**src/bsim_pkg.sv**
```systemverilog
// Shared types, codes and constants of the bank switch IRQ mapper.
`default_nettype none
package bsim_pkg;

    typedef enum logic [2:0] {
        CMD_WRITE = 3'd0,
        CMD_CYCLE = 3'd1,
        CMD_LINE  = 3'd2,
        CMD_PRG   = 3'd3,
        CMD_PPU   = 3'd4
    } cmd_t;

    localparam logic [15:0] REG_MASK      = 16'hF001;
    localparam logic [15:0] REG_COMMAND   = 16'h8000;
    localparam logic [15:0] REG_BANK      = 16'h8001;
    localparam logic [15:0] REG_MIRROR    = 16'hA000;
    localparam logic [15:0] REG_LATCH     = 16'hC000;
    localparam logic [15:0] REG_MODE      = 16'hC001;
    localparam logic [15:0] REG_IRQ_ACK   = 16'hE000;
    localparam logic [15:0] REG_IRQ_EN    = 16'hE001;

    localparam logic [3:0]  BANK_PRG0       = 4'd6;
    localparam logic [3:0]  BANK_PRG1       = 4'd7;
    localparam logic [3:0]  BANK_PRG2       = 4'd15;
    localparam logic [3:0]  BANK_CHR_HIGH   = 4'd2;
    localparam logic [3:0]  BANK_CHR_ALT    = 4'd8;
    localparam logic [3:0]  BANK_RESET_LAST = 4'd10;
    localparam logic [7:0]  BANK_LAST       = 8'hFF;
    localparam int          CMD_ONE_K_BIT   = 5;
    localparam logic [8:0]  LINE_SKIP       = 9'd240;
    localparam int          PRESCALE_BITS   = 2;
    localparam int          CYCLE_BITS      = 4;
    localparam int          SUM_BITS        = CYCLE_BITS + 1;
    localparam int          TICK_BITS       = SUM_BITS - PRESCALE_BITS;

    typedef struct packed {
        logic                     latch_wr;
        logic                     mode_wr;
        logic                     ack;
        logic                     enable;
        logic                     line_clk;
        logic                     cyc_clk;
        logic                     pre_load;
        logic [PRESCALE_BITS-1:0] pre_value;
    } irq_ctrl_t;

    typedef struct packed {
        logic                     cycle_mode;
        logic                     pending;
        logic [PRESCALE_BITS-1:0] prescaler;
    } irq_status_t;

    function automatic logic [7:0] bank_reset_value(input logic [3:0] idx);
        return (idx <= BANK_RESET_LAST) ? 8'hFF : 8'h00;
    endfunction

endpackage
`default_nettype wire

```
**src/bsim_if.sv**
```systemverilog
// Handshake interfaces for request, response and configuration transactions.
`default_nettype none
interface bsim_req_if;
    logic       valid;
    logic       ready;
    logic [2:0] command;
    logic [15:0] address;
    logic [7:0] write_data;
    logic [3:0] cycle_count;
    logic [8:0] line_number;
    modport source (output valid, command, address, write_data, cycle_count, line_number,
                    input ready);
    modport sink (input valid, command, address, write_data, cycle_count, line_number,
                  output ready);
endinterface

interface bsim_rsp_if;
    logic       valid;
    logic       ready;
    logic       irq_line;
    logic [7:0] bank_number;
    logic       nametable_page;
    modport source (output valid, irq_line, bank_number, nametable_page, input ready);
    modport sink (input valid, irq_line, bank_number, nametable_page, output ready);
endinterface

interface bsim_cfg_if;
    logic valid;
    logic ready;
    logic variant_alt_nametable;
    modport source (output valid, variant_alt_nametable, input ready);
    modport sink (input valid, variant_alt_nametable, output ready);
endinterface
`default_nettype wire

```
**src/bsim_bank_store.sv**
```systemverilog
// Sixteen-entry bank register store with reset-value valid bits and a registered read.
`default_nettype none
module bsim_bank_store
    import bsim_pkg::*;
(
    input  wire logic       clk,
    input  wire logic       rst_n,
    input  wire logic       wr_en,
    input  wire logic [3:0] wr_idx,
    input  wire logic [7:0] wr_data,
    input  wire logic [3:0] rd_idx,
    output logic      [7:0] rd_data
);

    logic [7:0]  mem [16];
    logic [15:0] valid_reg;
    logic [7:0]  rd_data_reg;

    always_ff @(posedge clk or negedge rst_n)
    begin
        if (!rst_n)
        begin
            valid_reg <= '0;
        end
        else if (wr_en)
        begin
            valid_reg[wr_idx] <= 1'b1;
        end
    end

    always_ff @(posedge clk)
    begin
        if (wr_en)
        begin
            mem[wr_idx] <= wr_data;
        end
        rd_data_reg <= valid_reg[rd_idx] ? mem[rd_idx] : bank_reset_value(rd_idx);
    end

    assign rd_data = rd_data_reg;

endmodule
`default_nettype wire

```
**src/bsim_irq_unit.sv**
```systemverilog
// IRQ latch, counter with shared decrementer, prescaler and pending flag.
`default_nettype none
module bsim_irq_unit
    import bsim_pkg::*;
(
    input  wire logic        clk,
    input  wire logic        rst_n,
    input  wire irq_ctrl_t   ctrl,
    input  wire logic [7:0]  data,
    output irq_status_t      status
);

    logic [7:0]               latch_reg, latch_next;
    logic [7:0]               counter_reg, counter_next;
    logic                     reload_reg, reload_next;
    logic                     mode_reg, mode_next;
    logic                     enable_reg, enable_next;
    logic                     pending_reg, pending_next;
    logic [PRESCALE_BITS-1:0] pre_reg, pre_next;
    logic [7:0]               cnt_dec;
    logic                     wrap;

    assign cnt_dec = counter_reg - 8'd1;
    assign wrap    = (counter_reg == 8'h00) && enable_reg;

    always_comb
    begin
        latch_next   = latch_reg;
        counter_next = counter_reg;
        reload_next  = reload_reg;
        mode_next    = mode_reg;
        enable_next  = enable_reg;
        pending_next = pending_reg;
        pre_next     = pre_reg;
        if (ctrl.latch_wr)
        begin
            latch_next = data;
            if (reload_reg)
            begin
                counter_next = data;
            end
        end
        if (ctrl.mode_wr)
        begin
            reload_next  = 1'b1;
            counter_next = latch_reg;
            mode_next    = data[0];
        end
        if (ctrl.ack)
        begin
            enable_next  = 1'b0;
            pending_next = 1'b0;
            if (reload_reg)
            begin
                counter_next = latch_reg;
            end
        end
        if (ctrl.enable)
        begin
            enable_next = 1'b1;
            if (reload_reg)
            begin
                counter_next = latch_reg;
            end
        end
        if (ctrl.line_clk)
        begin
            reload_next  = wrap;
            counter_next = cnt_dec;
            if (wrap)
            begin
                pending_next = 1'b1;
            end
        end
        if (ctrl.cyc_clk)
        begin
            counter_next = cnt_dec;
            if (wrap)
            begin
                pending_next = 1'b1;
            end
        end
        if (ctrl.pre_load)
        begin
            pre_next = ctrl.pre_value;
        end
    end

    always_ff @(posedge clk or negedge rst_n)
    begin
        if (!rst_n)
        begin
            latch_reg   <= '0;
            counter_reg <= '0;
            reload_reg  <= 1'b0;
            mode_reg    <= 1'b0;
            enable_reg  <= 1'b0;
            pending_reg <= 1'b0;
            pre_reg     <= '0;
        end
        else
        begin
            latch_reg   <= latch_next;
            counter_reg <= counter_next;
            reload_reg  <= reload_next;
            mode_reg    <= mode_next;
            enable_reg  <= enable_next;
            pending_reg <= pending_next;
            pre_reg     <= pre_next;
        end
    end

    assign status.cycle_mode = mode_reg;
    assign status.pending    = pending_reg;
    assign status.prescaler  = pre_reg;

endmodule
`default_nettype wire

```
**src/bank_switch_irq_mapper_unit.sv**
```systemverilog
// Top level of the bank switch IRQ mapper: sequencer, register decode and lookups.
//
// Usage: each req transaction carries one bus event (register write, CPU cycle tick,
// scanline end, PRG lookup or PPU lookup) and yields exactly one rsp transaction with
// the IRQ level after the event, the selected bank and the nametable page.
// req.ready is high only while the sequencer is idle; a transaction then passes through
// capture, execute and deliver, with one tick step per prescaled counter decrement
// of a cycle tick, 0 to 4, between execute and deliver. The decrements run one per
// cycle through the single counter decrementer of the IRQ unit.
// The result appears in the rsp output register the cycle after delivery.
// A stalled receiver holds the response; the next request is still accepted and
// executed, and waits in the deliver step until the output register frees up.
// cfg writes the variant select; cfg.ready is always high, write only when idle.
// Reset (rst_n low, asynchronous) clears all mapper state; bank registers 0 to 10
// read as 0xFF and the rest as 0 until written.
`default_nettype none
module bank_switch_irq_mapper_unit
    import bsim_pkg::*;
(
    input wire logic clk,
    input wire logic rst_n,
    bsim_req_if.sink   req,
    bsim_rsp_if.source rsp,
    bsim_cfg_if.sink   cfg
);

    typedef enum logic [3:0] {
        ST_IDLE = 4'b0001,
        ST_EXEC = 4'b0010,
        ST_TICK = 4'b0100,
        ST_DONE = 4'b1000
    } state_t;

    state_t                state_reg, state_next;
    logic [2:0]            cmd_reg;
    logic [15:0]           addr_reg;
    logic [7:0]            data_reg;
    logic [3:0]            cycles_reg;
    logic [8:0]            line_reg;
    logic [7:0]            command_reg, command_next;
    logic                  mirror_reg, mirror_next;
    logic                  alt_reg;
    logic [TICK_BITS-1:0]  tick_reg, tick_next;
    logic                  rsp_valid_reg;
    logic                  irq_out_reg;
    logic [7:0]            bank_out_reg;
    logic                  page_out_reg;

    irq_ctrl_t             irq_ctrl;
    irq_status_t           irq_stat;
    logic                  bank_wr;
    logic [3:0]            rd_idx;
    logic [7:0]            rd_data;
    logic [15:0]           reg_addr;
    logic [SUM_BITS-1:0]   pre_sum;
    logic                  one_k;
    logic                  chr_sel;
    logic                  deliver;
    logic [7:0]            bank_val;
    logic                  page_val;

    assign reg_addr = addr_reg & REG_MASK;
    assign pre_sum  = {{(SUM_BITS-PRESCALE_BITS){1'b0}}, irq_stat.prescaler}
                    + {{(SUM_BITS-CYCLE_BITS){1'b0}}, cycles_reg};
    assign one_k    = command_reg[CMD_ONE_K_BIT];
    assign chr_sel  = (addr_reg[15:13] == 3'b000);
    assign deliver  = (state_reg == ST_DONE) && (!rsp_valid_reg || rsp.ready);

    always_comb
    begin
        if (cmd_reg == CMD_PRG)
        begin
            case (addr_reg[14:13])
                2'b00:   rd_idx = BANK_PRG0;
                2'b01:   rd_idx = BANK_PRG1;
                default: rd_idx = BANK_PRG2;
            endcase
        end
        else if (chr_sel && addr_reg[12])
        begin
            rd_idx = BANK_CHR_HIGH + {2'b00, addr_reg[11:10]};
        end
        else if (one_k && addr_reg[10])
        begin
            rd_idx = BANK_CHR_ALT + {3'b000, addr_reg[11]};
        end
        else
        begin
            rd_idx = {3'b000, addr_reg[11]};
        end
    end

    always_comb
    begin
        state_next   = state_reg;
        command_next = command_reg;
        mirror_next  = mirror_reg;
        tick_next    = tick_reg;
        bank_wr      = 1'b0;
        irq_ctrl     = '0;
        case (state_reg)
            ST_IDLE:
            begin
                if (req.valid)
                begin
                    state_next = ST_EXEC;
                end
            end
            ST_EXEC:
            begin
                state_next = ST_DONE;
                case (cmd_reg)
                    CMD_WRITE:
                    begin
                        case (reg_addr)
                            REG_COMMAND: command_next = data_reg;
                            REG_BANK:    bank_wr = 1'b1;
                            REG_MIRROR:  mirror_next = data_reg[0];
                            REG_LATCH:   irq_ctrl.latch_wr = 1'b1;
                            REG_MODE:    irq_ctrl.mode_wr = 1'b1;
                            REG_IRQ_ACK: irq_ctrl.ack = 1'b1;
                            REG_IRQ_EN:  irq_ctrl.enable = 1'b1;
                            default:     ;
                        endcase
                    end
                    CMD_CYCLE:
                    begin
                        if (irq_stat.cycle_mode)
                        begin
                            irq_ctrl.pre_load  = 1'b1;
                            irq_ctrl.pre_value = pre_sum[PRESCALE_BITS-1:0];
                            tick_next = pre_sum[SUM_BITS-1:PRESCALE_BITS];
                            if (pre_sum[SUM_BITS-1:PRESCALE_BITS] != '0)
                            begin
                                state_next = ST_TICK;
                            end
                        end
                    end
                    CMD_LINE:
                    begin
                        irq_ctrl.line_clk = !irq_stat.cycle_mode && (line_reg != LINE_SKIP);
                    end
                    default: ;
                endcase
            end
            ST_TICK:
            begin
                irq_ctrl.cyc_clk = 1'b1;
                tick_next = tick_reg - {{(TICK_BITS-1){1'b0}}, 1'b1};
                if (tick_reg == {{(TICK_BITS-1){1'b0}}, 1'b1})
                begin
                    state_next = ST_DONE;
                end
            end
            ST_DONE:
            begin
                if (deliver)
                begin
                    state_next = ST_IDLE;
                end
            end
            default: state_next = ST_IDLE;
        endcase
    end

    always_comb
    begin
        bank_val = 8'h00;
        page_val = 1'b0;
        case (cmd_reg)
            CMD_PRG:
            begin
                if (!addr_reg[15])
                begin
                    bank_val = 8'h00;
                end
                else if (addr_reg[14:13] == 2'b11)
                begin
                    bank_val = BANK_LAST;
                end
                else
                begin
                    bank_val = rd_data;
                end
            end
            CMD_PPU:
            begin
                if (chr_sel)
                begin
                    if (addr_reg[12] || one_k)
                    begin
                        bank_val = rd_data;
                    end
                    else
                    begin
                        bank_val = {rd_data[7:1], addr_reg[10]};
                    end
                end
                else if (alt_reg)
                begin
                    page_val = rd_data[7];
                end
                else
                begin
                    page_val = mirror_reg ? addr_reg[11] : addr_reg[10];
                end
            end
            default: ;
        endcase
    end

    always_ff @(posedge clk or negedge rst_n)
    begin
        if (!rst_n)
        begin
            state_reg     <= ST_IDLE;
            command_reg   <= '0;
            mirror_reg    <= 1'b0;
            alt_reg       <= 1'b0;
            tick_reg      <= '0;
            rsp_valid_reg <= 1'b0;
        end
        else
        begin
            state_reg   <= state_next;
            command_reg <= command_next;
            mirror_reg  <= mirror_next;
            tick_reg    <= tick_next;
            if (cfg.valid)
            begin
                alt_reg <= cfg.variant_alt_nametable;
            end
            if (deliver)
            begin
                rsp_valid_reg <= 1'b1;
            end
            else if (rsp.ready)
            begin
                rsp_valid_reg <= 1'b0;
            end
        end
    end

    always_ff @(posedge clk)
    begin
        if (req.valid && req.ready)
        begin
            cmd_reg    <= req.command;
            addr_reg   <= req.address;
            data_reg   <= req.write_data;
            cycles_reg <= req.cycle_count;
            line_reg   <= req.line_number;
        end
        if (deliver)
        begin
            irq_out_reg  <= irq_stat.pending;
            bank_out_reg <= bank_val;
            page_out_reg <= page_val;
        end
    end

    bsim_bank_store u_store (
        .clk     (clk),
        .rst_n   (rst_n),
        .wr_en   (bank_wr),
        .wr_idx  (command_reg[3:0]),
        .wr_data (data_reg),
        .rd_idx  (rd_idx),
        .rd_data (rd_data)
    );

    bsim_irq_unit u_irq (
        .clk    (clk),
        .rst_n  (rst_n),
        .ctrl   (irq_ctrl),
        .data   (data_reg),
        .status (irq_stat)
    );

    assign req.ready          = (state_reg == ST_IDLE);
    assign cfg.ready          = 1'b1;
    assign rsp.valid          = rsp_valid_reg;
    assign rsp.irq_line       = irq_out_reg;
    assign rsp.bank_number    = bank_out_reg;
    assign rsp.nametable_page = page_out_reg;

    a_accept_exec: assert property (@(posedge clk) disable iff (!rst_n)
        (req.valid && req.ready) |=> (state_reg == ST_EXEC))
        else $error("accepted transaction did not enter execute");

    a_tick_count: assert property (@(posedge clk) disable iff (!rst_n)
        (state_reg == ST_TICK) |-> (tick_reg != '0))
        else $error("tick step with no decrement left");

    a_deliver_valid: assert property (@(posedge clk) disable iff (!rst_n)
        deliver |=> (rsp_valid_reg && (state_reg == ST_IDLE)))
        else $error("delivered response not presented");

endmodule
`default_nettype wire
```
**src/flat_wrapper.sv**
```systemverilog
// flat-port wrapper written by rule: the top's interface ports become plain ports
module bank_switch_irq_mapper_unit_flat import bsim_pkg::*;
  (clk, rst_n, req_valid, req_command, req_address, req_write_data, req_cycle_count, req_line_number, req_ready, rsp_valid, rsp_irq_line, rsp_bank_number, rsp_nametable_page, rsp_ready, cfg_valid, cfg_variant_alt_nametable, cfg_ready);
  bsim_req_if req_i ();
  bsim_rsp_if rsp_i ();
  bsim_cfg_if cfg_i ();
  input wire logic clk;
  input wire logic rst_n;
  input wire logic [$bits(req_i.valid)-1:0] req_valid;
  input wire logic [$bits(req_i.command)-1:0] req_command;
  input wire logic [$bits(req_i.address)-1:0] req_address;
  input wire logic [$bits(req_i.write_data)-1:0] req_write_data;
  input wire logic [$bits(req_i.cycle_count)-1:0] req_cycle_count;
  input wire logic [$bits(req_i.line_number)-1:0] req_line_number;
  output wire logic [$bits(req_i.ready)-1:0] req_ready;
  output wire logic [$bits(rsp_i.valid)-1:0] rsp_valid;
  output wire logic [$bits(rsp_i.irq_line)-1:0] rsp_irq_line;
  output wire logic [$bits(rsp_i.bank_number)-1:0] rsp_bank_number;
  output wire logic [$bits(rsp_i.nametable_page)-1:0] rsp_nametable_page;
  input wire logic [$bits(rsp_i.ready)-1:0] rsp_ready;
  input wire logic [$bits(cfg_i.valid)-1:0] cfg_valid;
  input wire logic [$bits(cfg_i.variant_alt_nametable)-1:0] cfg_variant_alt_nametable;
  output wire logic [$bits(cfg_i.ready)-1:0] cfg_ready;
  assign req_i.valid = req_valid;
  assign req_i.command = req_command;
  assign req_i.address = req_address;
  assign req_i.write_data = req_write_data;
  assign req_i.cycle_count = req_cycle_count;
  assign req_i.line_number = req_line_number;
  assign req_ready = req_i.ready;
  assign rsp_valid = rsp_i.valid;
  assign rsp_irq_line = rsp_i.irq_line;
  assign rsp_bank_number = rsp_i.bank_number;
  assign rsp_nametable_page = rsp_i.nametable_page;
  assign rsp_i.ready = rsp_ready;
  assign cfg_i.valid = cfg_valid;
  assign cfg_i.variant_alt_nametable = cfg_variant_alt_nametable;
  assign cfg_ready = cfg_i.ready;
  bank_switch_irq_mapper_unit u_core (.clk(clk), .rst_n(rst_n), .req(req_i), .rsp(rsp_i), .cfg(cfg_i));
endmodule
```
**config.mk**
```make
export PLATFORM = sky130hd
export DESIGN_NAME = bank_switch_irq_mapper_unit_flat
export DESIGN_NICKNAME = d
export VERILOG_FILES = /design/src/bsim_pkg.sv /design/src/bsim_if.sv /design/src/bsim_bank_store.sv /design/src/bsim_irq_unit.sv /design/src/bank_switch_irq_mapper_unit.sv /design/src/flat_wrapper.sv
export SDC_FILE = /design/constraint.sdc
export NUM_CORES = 1
export LEC_CHECK = 0
export BUFFER_PORTS_ARGS = -buffer_cell sky130_fd_sc_hd__buf_2
export CORE_ASPECT_RATIO = 0.75
export CORE_MARGIN = 2
export CORE_UTILIZATION = 38
export DETAILED_ROUTE_END_ITERATION = 16
export SYNTH_ARGS = -nofsm -noshare
export SYNTH_HDL_FRONTEND = slang
export SYNTH_HIERARCHICAL = 1
export SYNTH_SLANG_ARGS = --single-unit
export TNS_END_PERCENT = 20
```
**constraint.sdc**
```tcl
create_clock -name clk -period 3.6 [get_ports clk]
set_clock_uncertainty 0.1 [all_clocks]
set_input_delay 0 -clock clk [delete_from_list [all_inputs] [get_ports clk]]
set_output_delay 0 -clock clk [all_outputs]
set_load 0.01 [all_outputs]
```
-- Word-level counts from Yosys, hierarchy flattened
Memories as Yosys holds them, arrays and structs flattened.
Cells that the tools add are included.
- latch bits: 0
- flip-flop bits (word level): 112
- word-level logic and storage cells: 147
- output and inout bits: 13
- bits in read-only memories: 0
- memory bits (writable): 128
- memories: 1
- input port bits: 46
- order comparisons: 4
- add/sub/neg operators: 5
- multiplexer cells: 63
- shifts and indexed selects: 0
- equality and inequality tests: 24
- multiply operators: 0
- bitwise operators: 2
- reduce and logical (&&, ||, !) cells: 25
- div/mod/pow operators: 0
- memory list (memory ; depth ; width ; read ports ; clocked after Yosys merged registers in ; wr ports ; line ; RTL):
    u_core.u_store.mem ; 16 ; 8 ; 1 ; 0 ; 1 ; bsim_bank_store.sv:15 ; logic [7:0] mem [16];
- operator list (cell ; count):
    8-bit two-way mux ; 14
    4-bit two-way mux ; 10
    5-bit equality test, second input constant ; 7
    1-bit two-way mux ; 27
    16-bit OR ; 1
    4-bit case mux with 4 select lines ; 1
    8-bit case mux with 2 select lines ; 1
    3-bit two-way mux ; 5
    3-bit AND reduction ; 4
    4-bit by 5-bit < comparator with 1-bit output, second input constant ; 2
    9-bit by 8-bit inequality test with 1-bit output, second input constant ; 1
    8-bit zero test ; 1
    4-bit case mux with 2 select lines ; 1
    2-bit nonzero test ; 4
    8-bit by 1-bit subtractor with 8-bit output, second input constant ; 1
    1-bit logical AND ; 7
    3-bit by 1-bit equality test with 1-bit output, second input constant ; 2
    3-bit by 2-bit equality test with 1-bit output, second input constant ; 2
    3-bit zero test ; 2
    2-bit inequality test, second input constant ; 3
    3-bit case mux with 2 select lines ; 1
    2-bit by 4-bit adder with 5-bit output ; 1
    5-bit two-way mux ; 1
    4-bit by 1-bit adder with 4-bit output, first input constant ; 1
    other kinds (20) ; 23

-- Longest topological paths before layout
- depth after elaboration: 12
- gate-level depth with buffers: 12
- depth with buffers taken out: 8

-- Cells and area by module
Netlist, hierarchy kept.
- by module, submodules not included (module ; area an instance (µm²) ; seq. area each (µm²) ; cells an instance ; times used):
    bsim_bank_store ; 5853.1 ; 4404.2 ; 281 ; 1
    bank_switch_irq_mapper_unit ; 2436.1 ; 1607.8 ; 174 ; 1
    bsim_irq_unit ; 1189.9 ; 550.5 ; 101 ; 1

-- Worst setup path before layout
No wires, ideal clock.
- path type: reg2reg
- start: reg u_core.state_reg[3]
- end: mem u_core.u_store.mem[0][0], enable pin
- data required time: 3115 ps
- slack: 539 ps
- library setup time: 385 ps
- data arrival time: 2577 ps
- buffers on the path: 0
- cell stages (with the launch flop): 6
- clock period less this slack: 3061 ps
- cell sequence: dfrtp_1 > nor4b_4 > nand3_1 > nor4b_1 > or3b_2 > nor3_1
- cells in the longest elaborated chain, start to end: 4
- RTL lines (item ; line ; RTL):
    from (decl) ; bank_switch_irq_mapper_unit.sv:34 ; state_t state_reg, state_next;
    from (signal assigned) ; bank_switch_irq_mapper_unit.sv:225 ; state_reg <= state_next;
    4-bit by 2-bit equality test with 1-bit output ; bank_switch_irq_mapper_unit.sv:101 ; case (state_reg)
    1-bit two-way mux ; bank_switch_irq_mapper_unit.sv:101 ;
    net u_core.bank_wr ; bank_switch_irq_mapper_unit.sv:51 ; logic bank_wr;
    1-bit two-way mux ; bsim_bank_store.sv:33 ; if (wr_en)
    1-bit two-way mux (not written as such) ; bsim_bank_store.sv:35 ; mem[wr_idx] <= wr_data;
    to (decl) ; bsim_bank_store.sv:15 ;
The timed path passes the listed nets, and every way through them passes these cells.

-- Worst setup path in the final report
- start: reg u_core.addr_reg[14]
- end: reg u_core.u_store.rd_data_reg[1], in the netlist u_core/u_store/rd_data[1]
- cells in the longest elaborated chain, start to end: 7
- elaborated cells between the ends (all ways): 13
- those cells by class: order compare: 1; eq/ne: 1; mux: 7; reduce/logical: 3; memory: 1
- RTL lines (item ; line ; RTL):
    from (decl) ; bank_switch_irq_mapper_unit.sv:36 ; logic [15:0] addr_reg;
    from (signal assigned) ; bank_switch_irq_mapper_unit.sv:249 ; addr_reg <= req.address;
    3-bit zero test ; bank_switch_irq_mapper_unit.sv:66 ; assign chr_sel = (addr_reg[15:13] == 3'b000);
    1-bit logical AND ; bank_switch_irq_mapper_unit.sv:79 ; else if (chr_sel && addr_reg[12])
    4-bit two-way mux ; bank_switch_irq_mapper_unit.sv:79 ;
    4-bit two-way mux (*) ; bank_switch_irq_mapper_unit.sv:71 ; if (cmd_reg == CMD_PRG)
    net u_core.rd_idx[0] ; bank_switch_irq_mapper_unit.sv:52 ; logic [3:0] rd_idx;
    4-bit <= comparator / 1-bit binary-select mux with 4-bit select (equally long branches) ; bsim_pkg.sv:54, bsim_bank_store.sv:37 ;
    8-bit two-way mux / 1-bit two-way mux (equally long branches) ; bsim_pkg.sv:54, bsim_bank_store.sv:37 ;
    8-bit two-way mux (*) ; bsim_bank_store.sv:37 ; rd_data_reg <= valid_reg[rd_idx] ? mem[rd_idx] : bank_reset_value(rd_idx);
    to (signal assigned) ; bsim_bank_store.sv:37 ;
    to (decl) ; bsim_bank_store.sv:17 ; logic [7:0] rd_data_reg;
Mark *: on every way through the listed nets, which the timed path passes. The rest lies on a longest branch. The select of a mux whose other input is x is not followed.
A chain may end at the register's enable or synchronous reset.

==> flow_metrics.env <==
export IMPL_outcome="complete, no violations"
export IMPL_grt_setup_unrepaired="no"
export IMPL_path_max_fanout=20
export IMPL_floorplan_initialDensity_pct=38.36
export IMPL_placed_cells_incl_taps=954
export IMPL_antenna_violations_before_repair=0
export IMPL_ant_nets=0
export IMPL_worst_setup_start_kind="flop"
export IMPL_finalHoldWorstSlack_ns=0.03113
export IMPL_syn_mean_instance_area_um2=17.05
export IMPL_use_met1_pct=22.65
export IMPL_core_area_um2=24710
export IMPL_tritoncts_clock_tree="done"
export IMPL_largest_register_ffs=128
export IMPL_post_cts_setup_buffer_count=0
export IMPL_cts_root_buf="clkbuf_16"
export IMPL_ctsHtreeMaxLevel=1
export IMPL_maximum_number_of_pins_on_one_net_before_global_route_repair=39
export IMPL_static_leakage_nw=4.336
export IMPL_antenna_cells=0
export IMPL_hold_class="primary input to asynchronous set/reset pin"
export IMPL_io_buffer_count=48
export IMPL_worst_ep_required_time_ns=3.92
export IMPL_crit_arrival_ns=3.53
export IMPL_gpl_final_weighted_congestion=0.7881
export IMPL_pwr_density_cell_nw_per_um2=606.5
export IMPL_remaining_drc_errors=0
export IMPL_gr_total_overflow=0
export IMPL_cts_buffer_depth=3
export IMPL_totalWireLength_um=19990
export IMPL_fillers=2118
export IMPL_layout_worst_path_cycle_share_pct=89.24
export IMPL_post_layout_total_power_mw=6.904
export IMPL_finish_cell_count_without_fillers=1031
export IMPL_synth_edff_count=169
export IMPL_cts_buffers=22
export IMPL_max_cap_violations=0
export IMPL_post_place_ws_ns=0.3580
export IMPL_post_synth_instance_area_um2=9479
export IMPL_final_worst_slack_ns=0.3872
export IMPL_die_area_um2=26240
export IMPL_postSynth_topFlopCell="edfxtp_1"
export IMPL_grt_use_met2_pct=24.08
export IMPL_placement_rows=50
export IMPL_finish_instance_area_um2=11380
export IMPL_area_growth_syn_to_layout_pct=20.09
export IMPL_fmax_mhz=311.3
export IMPL_grt_most_used_layer="met2"
export IMPL_yosysSeqAreaShare_pct=69.23
export IMPL_worstMarginPinSlew_ns=1.008
export IMPL_syn_instance_count=556
export IMPL_fin_tns_setup_ns=0
export IMPL_first_pass_grt_wire_length_um=31350
export IMPL_first_pass_iters=4
export IMPL_yosys_warnings=6
export IMPL_clkTransAtPathRegs_ns=0.07
export IMPL_placed_inst_area_um2=10260
export IMPL_synth_fp_nets=609
export IMPL_finalNetCount=730
export IMPL_boundaryPins=59
export IMPL_timing_final_max_slew_violations=0
export IMPL_cts_sinks=230
export IMPL_globalRouteMet3Util_pct=3.162
export IMPL_finish_utilization_pct=46.07
export IMPL_asyncSetResetFlopFracSynth_pct=23.04
export IMPL_finalWorstPathRequiredPeriod_ns=3.213
export IMPL_synth_cell_types=68
export IMPL_routedWlPerCell_um=19.39
export IMPL_worst_slew_margin_rel_pct=32.54
export IMPL_dr_total_vias=5163
export IMPL_clk_latency_ns=0.51
export IMPL_grt_util_all_layers_pct=15.52
export IMPL_place_detailed_hpwl_um=13310
export IMPL_final_layout_size_suffix_gt1_share_pct=28.57
export IMPL_chipHeight_um=140.8
export IMPL_detailed_route_iter0_violations=456
export IMPL_postSynthRegisterBits=230
export IMPL_dieWidth_um=186.4
export IMPL_timing_critical_path_to_type="flop"
export IMPL_path_class="flop to flop"
export IMPL_grt_pass1_vias=5471
export IMPL_vdd_drop_max_v=0.0004021
export IMPL_post_drt_via_cell_ratio=5.008
export IMPL_setup_viol=0
export IMPL_finalHoldViolations=0
critical path, stage by stage, from the launching register on:
cell	delay (ns)
edfxtp_1	0.39
nor3_1	0.25
nand2_1	0.15
mux2i_1	0.17
o21ai_4	0.73
buf_12	0.29
nor2b_1	0.07
a2111oi_1	0.58
nor4_4	0.15
a2bb2oi_1	0.22
what timing repair did:
item                                   in CTS  in global routing
resized for setup                           0                  0
endpoints found under the hold margin      98                  0
hold buffers                               37                  0
cell usage after synthesis (all sizes together), types with 3 or more instances:
cell	count	area, um2
a21o	9	67.56
a21oi	9	45.04
a2bb2oi	8	70.07
and3	4	27.52
buf	16	135.1
clkbuf	4	15.01
dfrtp	52	1301
dfxtp	8	160.2
edfxtp	169	5075
ha	6	75.07
inv	10	37.54
mux2	24	289.0
mux2i	33	330.3
mux4	34	765.7
nand2	22	85.09
nand2b	6	45.04
nand3	9	45.04
nand3b	3	22.52
nor2	33	123.9
nor2b	4	25.02
nor3	11	60.06
nor3b	4	30.03
nor4	4	61.31
nor4b	5	58.80
o21ai	10	50.04
or2	18	112.6
or3	3	18.77
xor2	4	35.03
where the power goes:
part | internal [mW] | switching (mW) | total (mW)
Clock | 1.44 | 0.979 | 2.41
Combinational | 0.542 | 0.552 | 1.09
Sequential | 3.13 | 0.265 | 3.40
Total | 5.11 | 1.80 | 6.90
area by class of cell:
class                   count  area [um2]  share of cell area (%)
multi-input cells         296        2744                   24.10
clock inverters            13       173.9                   1.528
clock buffers              27       579.3                   5.089
repair buffers            117       863.3                   7.584
well taps                 338       422.9                   3.715
flip-flops and latches    230        6563                   57.65
inverters                  10       37.54                  0.3297
metal layers:
layer / routed length (um) / vias up
met2: 9100 / 146
li1: - / 2398
met3: 1482 / 24
met5: 0 / -
met4: 354 / 0
met1: 9056 / 2595
worst paths after layout:
check	from	end	slack [ns]	depth (start not counted)
max	u_core/addr_reg[14]	u_core/u_store/rd_data[1]	0.39	9
min in group clk	req_write_data[0]	u_core/data_reg[0]	0.09	2
min	rst_n	u_core/u_irq/pre_reg[0]	0.03	3
max in group asynchronous	rst_n	u_core/u_store/valid_reg[6]	2.42	3
min reg2reg	u_core/u_store/valid_reg[14]	u_core/u_store/valid_reg[14]	0.36	1
max reg2reg	u_core/addr_reg[14]	u_core/u_store/rd_data[1]	0.39	9
cells in the final DEF, fill, tap and decap left out, drive strengths merged, types with 5 or more instances in the layout:
| cell | n |
|---|---|
| edfxtp | 169 |
| buf | 80 |
| dfrtp | 52 |
| dlygate4sd3 | 37 |
| mux4 | 34 |
| mux2i | 33 |
| nor2 | 33 |
| clkbuf | 27 |
| mux2 | 24 |
| nand2 | 22 |
| or2 | 18 |
| nor3 | 11 |
| inv | 10 |
| o21ai | 10 |
| nand3 | 9 |
| a21oi | 9 |
| a21o | 9 |
| a2bb2oi | 8 |
| dfxtp | 8 |
| clkinv | 8 |
| ha | 6 |
| nand2b | 6 |
| nor4b | 5 |
cells by family after synthesis:
kind of cell	count (synthesis)	share of synthesized area, %
XOR/XNOR	6	0.5544
buffers and inverters	30	1.980
AND/OR/NAND/NOR	137	8.527
adder cells (fa/ha/maj)	7	1.003
AO/OA/AOI/OAI	54	4.052
flip-flops	230	69.23
other	1	0.03956
multiplexers	91	14.61
Note: power is estimated with default switching activity, not from simulation.
